## src/sv/text_console_writer_defines.svh

```systemverilog
// Assertion macros for the text console writer; empty under synthesis.
`ifndef TEXT_CONSOLE_WRITER_DEFINES_SVH
`define TEXT_CONSOLE_WRITER_DEFINES_SVH
`ifndef SYNTHESIS
`define TCW_ASSERT(lbl, prop, msg) \
  lbl: assert property (@(posedge clk_i) disable iff (!rst_ni) prop) else $error(msg);
`define TCW_ASSERT_NEVER(lbl, expr, msg) \
  lbl: assert property (@(posedge clk_i) disable iff (!rst_ni) !(expr)) else $error(msg);
`else
`define TCW_ASSERT(lbl, prop, msg)
`define TCW_ASSERT_NEVER(lbl, expr, msg)
`endif
`endif

```

## src/sv/tcw_pkg.sv

```systemverilog
// Shared types, constants and address helpers of the text console writer.
`default_nettype none
package tcw_pkg;

  localparam int STORE_WORDS_DEF = 8192;
  localparam int LINE_CHARS_DEF  = 80;
  localparam int SCREEN_ROWS_DEF = 25;

  localparam int CHAR_W     = 8;
  localparam int ADDR_W     = 13;
  localparam int DATA_W     = 16;
  localparam int IN_TDATA_W = 24;
  localparam int OUT_TDATA_W = 48;

  localparam int WIDE_W     = 17;
  localparam int WRAP_STEPS = 4;
  localparam int QUEUE_DEPTH = 2;

  localparam logic [DATA_W-1:0] BLANK_WORD = 16'h0700;
  localparam logic [DATA_W-1:0] FILL_WORD  = 16'h0C00;
  localparam logic [CHAR_W-1:0] ATTR_RESET = 8'h0B;

  localparam logic [CHAR_W-1:0] CH_NEWLINE   = 8'd10;
  localparam logic [CHAR_W-1:0] CH_RETURN    = 8'd13;
  localparam logic [CHAR_W-1:0] CH_BACKSPACE = 8'd8;

  localparam logic CMD_PUT  = 1'b0;
  localparam logic CMD_READ = 1'b1;

  typedef enum logic [2:0] {
    OP_PUT,
    OP_NEWLINE,
    OP_RETURN,
    OP_BACKSPACE,
    OP_READ
  } op_e;

  typedef struct packed {
    op_e               op;
    logic [CHAR_W-1:0] char_code;
    logic [ADDR_W-1:0] read_addr;
  } cmd_t;

  typedef struct packed {
    logic clearing;
  } back_status_t;

  // Reduces a value below 4 * words into [0, words).
  function automatic logic [WIDE_W-1:0] wrap_addr(input logic [WIDE_W-1:0] a,
                                                  input logic [WIDE_W-1:0] words);
    logic [WIDE_W-1:0] v;
    int                i;
    v = a;
    for (i = 0; i < WRAP_STEPS; i++) begin
      if (v >= words) begin
        v = v - words;
      end
    end
    return v;
  endfunction

endpackage
`default_nettype wire

```

## src/sv/tcw_queue.sv

```systemverilog
// Short command queue between the front end and the execution engine.
`default_nettype none
`include "text_console_writer_defines.svh"
module tcw_queue (
  input  wire logic          clk_i,
  input  wire logic          rst_ni,
  input  wire logic          push_i,
  input  wire tcw_pkg::cmd_t data_i,
  output logic               full_o,
  input  wire logic          pop_i,
  output tcw_pkg::cmd_t      data_o,
  output logic               empty_o
);
  import tcw_pkg::*;

  localparam int PW = (QUEUE_DEPTH > 1) ? $clog2(QUEUE_DEPTH) : 1;
  localparam int NW = $clog2(QUEUE_DEPTH + 1);

  cmd_t            slot_q [QUEUE_DEPTH];
  logic [PW-1:0]   wr_ptr_q, wr_ptr_d;
  logic [PW-1:0]   rd_ptr_q, rd_ptr_d;
  logic [NW-1:0]   count_q, count_d;

  assign full_o  = (count_q == NW'(QUEUE_DEPTH));
  assign empty_o = (count_q == '0);
  assign data_o  = slot_q[rd_ptr_q];

  always_comb begin
    wr_ptr_d = wr_ptr_q;
    rd_ptr_d = rd_ptr_q;
    count_d  = count_q;
    if (push_i) begin
      wr_ptr_d = (wr_ptr_q == PW'(QUEUE_DEPTH - 1)) ? '0 : wr_ptr_q + PW'(1);
    end
    if (pop_i) begin
      rd_ptr_d = (rd_ptr_q == PW'(QUEUE_DEPTH - 1)) ? '0 : rd_ptr_q + PW'(1);
    end
    if (push_i && !pop_i) begin
      count_d = count_q + NW'(1);
    end else if (pop_i && !push_i) begin
      count_d = count_q - NW'(1);
    end
  end

  always_ff @(posedge clk_i or negedge rst_ni) begin
    if (!rst_ni) begin
      wr_ptr_q <= '0;
      rd_ptr_q <= '0;
      count_q  <= '0;
    end else begin
      wr_ptr_q <= wr_ptr_d;
      rd_ptr_q <= rd_ptr_d;
      count_q  <= count_d;
    end
  end

  always_ff @(posedge clk_i) begin
    if (push_i) begin
      slot_q[wr_ptr_q] <= data_i;
    end
  end

  `TCW_ASSERT_NEVER(a_q_overflow, push_i && full_o && !pop_i, "queue overflow")
  `TCW_ASSERT_NEVER(a_q_underflow, pop_i && empty_o, "queue underflow")
  `TCW_ASSERT_NEVER(a_q_count, count_q > NW'(QUEUE_DEPTH), "queue count out of range")

endmodule
`default_nettype wire

```

## config.mk

```make
export PLATFORM = sky130hd
export DESIGN_NAME = tcw_queue
export DESIGN_NICKNAME = d
export VERILOG_FILES = /design/src/sv/tcw_pkg.sv /design/src/sv/tcw_queue.sv
export VERILOG_INCLUDE_DIRS = /design/src /design/src/sv
export SDC_FILE = /design/constraint.sdc
export NUM_CORES = 1
export LEC_CHECK = 0
export BUFFER_PORTS_ARGS = -buffer_cell sky130_fd_sc_hd__buf_2
export CAP_MARGIN = 10
export CELL_PAD_IN_SITES_DETAIL_PLACEMENT = 1
export CELL_PAD_IN_SITES_GLOBAL_PLACEMENT = 2
export CORE_MARGIN = 5
export CORE_UTILIZATION = 37
export CTS_CLUSTER_DIAMETER = 200
export DETAILED_ROUTE_END_ITERATION = 16
export HOLD_SLACK_MARGIN = 0.1
export PLACE_DENSITY_LB_ADDON = 0.1
export SKIP_LAST_GASP = 1
export SLEW_MARGIN = 20
export SYNTH_ARGS = -nofsm -noshare
export SYNTH_HDL_FRONTEND = slang
export SYNTH_SLANG_ARGS = --single-unit
export TNS_END_PERCENT = 50
```

## constraint.sdc

```tcl
create_clock -name clk_i -period 2.3 [get_ports clk_i]
set_input_delay 0.23 -clock clk_i [delete_from_list [all_inputs] [get_ports clk_i]]
set_output_delay 0.23 -clock clk_i [all_outputs]
set_load 0.005 [all_outputs]
```

======== Word-level counts from Yosys, hierarchy flattened ========
Memories as Yosys holds them, arrays and structs flattened.
Cells that the tools add are included.
operators by class
  add/subtract/negate cells ............... 4
  equality and inequality tests ........... 1
  mux-type cells .......................... 6
  reductions and logical operators ........ 6
operators by type and width
  kind                 count
  $mux 1               4
  $mux 2               2
  $add 1x1->1 const B  2
  $add 2x1->2 const B  1
  $eq 2x2->1 const B   1
  $logic_and 1x1->1    2
  $logic_not 1->1      2
  $logic_not 2->1      1
  $reduce_bool 2->1    1
  $sub 2x1->2 const B  1
word-level totals
  register bits after elaboration ......... 4
  memory bits (writable) .................. 48
  output and inout bits ................... 26
  memories ................................ 1
memory list
  memory  words  width  read ports  clocked after Yosys merged registers in  write ports  RTL line         text
  slot_q  2      24     1           0                                        1            tcw_queue.sv:19  cmd_t slot_q [QUEUE_DEPTH];

======== Depth between registers and ports, before layout ========
  depth after elaboration ................. 4
  mapped depth ............................ 5
  mapped depth without buffers ............ 5

======== Worst setup path after synthesis ========
No wires, ideal clock.
  path type ............................... flip-flop to flip-flop
  start ................................... reg wr_ptr_q
  end ..................................... mem slot_q[0][0] in the netlist's numbering, enable pin
  arrival ................................. 1.490 ns
  data required time ...................... 1.892 ns
  slack ................................... 0.402 ns
  cell stages (with the launch flop) ...... 2
  path buffers ............................ 0
  cell sequence ........................... dfrtp_1 nor2b_1
RTL lines
  element                   RTL line         text
  start: declaration        tcw_queue.sv:20  logic [PW-1:0] wr_ptr_q, wr_ptr_d;
  start signal: assignment  tcw_queue.sv:51  wr_ptr_q <= wr_ptr_d;
  end: declaration          tcw_queue.sv:19
No word-level cell before the write port.

==> summary.md <==
| Metric | Value |
|---|---|
| Outcome | `completed` |
| Cts hold-fix bufs | `1` |
| Yosys cell types | `13` |
| Critical path class | `flop to output pin` |
| Num rows | `27` |
| H-tree depth | `2` |
| CTS resizes | `0` |
| Net Sw Frac | `0.2705` |
| Post CTS Setup Buffer Count | `0` |
| Slew HR | `0.6132` |
| DR vias | `between 900 and 1,000` |
| Final Hold Fails | `0` |
| Sequential area share after synthesis | `0.7628` |
| CP Max Fanout | `15` |
| Worst-Margin Slew | `a little under 0.6 ns` |
| Fmax | `611.8 MHz` |
| Worst setup EP type | `output pin` |
| Initial DRC Count | `between 60 and 70` |
| Gpl congestion | `between 0.6 and 0.7` |
| Setup Total Neg Slack | `0 ns` |
| Clock latency at the later pin of the worst-skew pair | `between 0.2 and 0.3 ns` |
| HP Class | `input port to flop` |
| Worst vdd ir | `between 400 and 500 uV` |
| Syn Area/Cell | `approximately 22 um2` |
| Worst setup SP type | `flop` |
| Combinational power share | `0.336` |
| First-pass GRT wire length | `5547 um` |
| Gate Count Post-Synth | `91` |
| Top area cells in the synthesized netlist | `edfxtp_1 (71%), mux2_4 (14%), dfrtp_1 (5.0%), mux2_2 (2.8%), buf_12 (2.0%)` |
| Period utilization | `0.7107` |
| Gr ovfl total | `0` |
| Slew Limit Fails | `0` |
| Placed inst area | `~0.0024 mm2` |
| CORE AREA | `about 0.0054 mm2` |
| GRT Resource Usage Total | `0.1042` |
| Top-level I/O count | `54` |
| Register share of total power | `0.487` |
| Unrepaired setup endpoints after global routing | `false` |
| Dpl hpwl | `2526 um` |
| Vias in the first global route | `roughly 1,100` |
| Ant diodes | `0` |
| Residual DRC | `0` |
| Total wire length | `about 3600 um` |
| Layout Nets | `~190` |
| Die footprint | `roughly 0.007 mm2` |
| Commonest non-fill, non-tap cell in the layout | `buf_2` |
| Synth warn | `0` |
| Initial antenna violation count | `0` |
| Worst path slowest cell | `dfrtp_1` |
| Fin crit period | `between 1.5 and 2 ns` |
| Via-per-instance ratio | `approximately 4.3` |
| Final Cell Area | `about 0.0025 mm2` |
| Top cell type's share of synthesized area | `0.7133` |
| Antenna viol nets, final | `0` |
| Post-synth ARST share | `0.07692` |
| Routed WL per cell | `between 15 and 20 um` |
| Most used DFF post-synth | `edfxtp_1` |
| Clk sinks | `between 50 and 60` |
| Largest area contributor in the netlist | `edfxtp_1` |
| Skew final | `around 0.0048 ns` |
| Root Driver | `clkbuf_8` |
| Crit path DAT | `1.40 ns` |
| Syn Std Cell Area | `0.002021 mm2` |
| Synth Net Count | `120` |
| Area Growth Syn to Fin | `24.83%` |
| Clock buffer depth | `2` |
| Net Switching | `approximately 0.74 mW` |
| Crit-path cells | `buf_4 > mux2_4 > buf_2` |
| Largest net degree at the start of global routing | `17` |
| Slowest stage delay, CP | `0.35 ns` |
| DIE WIDTH | `83.90 um` |
| Max-Cap Viols | `0` |
| Commonest non-fill, non-tap cells in the layout | `buf_2 (53), edfxtp_1 (48), mux2_4 (19), dlygate4sd3_1 (6)` |
| Clock network power share | `0.177` |
| Seq cells post-synth | `52` |
| CTS tree | `built` |
| P_leak | `just over 1 nW` |
| Cell area power density | `1082 mW/mm2` |
| Critical Path RT | `between 2 and 2.5 ns` |
| Drt pass-1 iters | `2` |
| Die Ht | `approximately 84 um` |
| Worst-path clk slew | `approximately 0.09 ns` |
| Number of synthesized flops with an enable pin | `48` |
| CTS Buf Count | `5` |
| Ratio of cells with drive above 1 in the final layout | `0.5472` |
| Starting Density | `0.3738` |
| Final setup vio count | `0` |
| Total power | `2.730 mW` |
| Pint | `between 1.5 and 2 mW` |
| I/O Buffers | `53` |
## final timing paths
check | startpoint | endpoint | slack, ns | cells after the start
hold reg to reg | count_q[1]$_DFFE_PN0P_ | count_q[1]$_DFFE_PN0P_ | 0.50 | 1
setup / recovery | rd_ptr_q$_DFFE_PN0P_ | data_o[21] | 0.67 | 3
hold / removal | data_i[4] | slot_q[0][4]$_DFFE_PP_ | 0.12 | 1
setup reg to reg | wr_ptr_q$_DFFE_PN0P_ | slot_q[1][12]$_DFFE_PP_ | 0.87 | 2
max in group asynchronous | rst_ni | rd_ptr_q$_DFFE_PN0P_ | 1.92 | 2
min in group asynchronous | rst_ni | count_q[1]$_DFFE_PN0P_ | 0.26 | 2
## area by class of cell
type	instances	area, um2
clock buffers	7	76.32
clock inverters	1	3.754
fillers	546	2883
inverters	1	3.754
multi-input cells	35	426.7
flip-flops and latches	52	1541
well taps	72	90.09
repair buffers	63	380.4
## through the flow
stage,setup WS [ns],util,std cells,hold slack [ns]
6_report,0.6654,0.4667,231,0.1237
4_1_cts,0.6312,0.4574,226,0.1090
5_1_grt,0.5768,0.4667,231,0.1001
3_3_place_gp,0.9331,0.4407,217,0.04133
3_5_place_dp,0.8575,0.4407,217,0.04490
2_1_floorplan,0.4020,-,91,-0.06559
## registers in the layout (all words and copies together), names as in the netlist
register,count
wr_ptr_q,1
slot_q,48
rd_ptr_q,1
count_q,2
## worst max-delay path: cells and delay by family, from the launching register on
kind | cells | cell delay (ns)
buf+inv | 2 | 0.42
mux | 1 | 0.33
flops | 1 | 0.35
## cells by family (layout without fill, tap and decap cells)
| logic type | Yosys count | in the layout | synth area share |
|---|---|---|---|
| flops | 52 | 52 | 0.7628 |
| mux | 24 | 24 | 0.1690 |
| xor+xnor | 5 | 5 | 0.02167 |
| simple gates | 5 | 5 | 0.01301 |
| buf+inv | 4 | 72 | 0.02724 |
| fa+ha+maj | 1 | 1 | 0.006191 |
## synth_stat cells, types with 2 or more instances
library cell / count
nor2b_1: 2
buf_12: 2
nor2_1: 2
edfxtp_1: 48
xor2_1: 4
mux2_4: 19
mux2_2: 5
dfrtp_1: 4
## power by group through the flow
stage	clock (mW)	sequential, mW	combinational (mW)
3_5_place_dp	0	1.36	0.935
5_1_grt	0.559	1.35	0.999
3_3_place_gp	0	1.34	0.916
6_report	0.483	1.33	0.917
2_1_floorplan	0	1.34	0.647
4_1_cts	0.505	1.34	0.942
## routing by layer
metal / GRT usage / up-vias / share of wire
met4: 0.03509 / 0 / 0.013
met3: 0.04047 / 5 / 0.057
li1: - / 477 / -
met1: 0.1197 / 485 / 0.42
met2: 0.1772 / 32 / 0.51
met5: 0 / - / 0
Power figures use the tool's default switching activity.
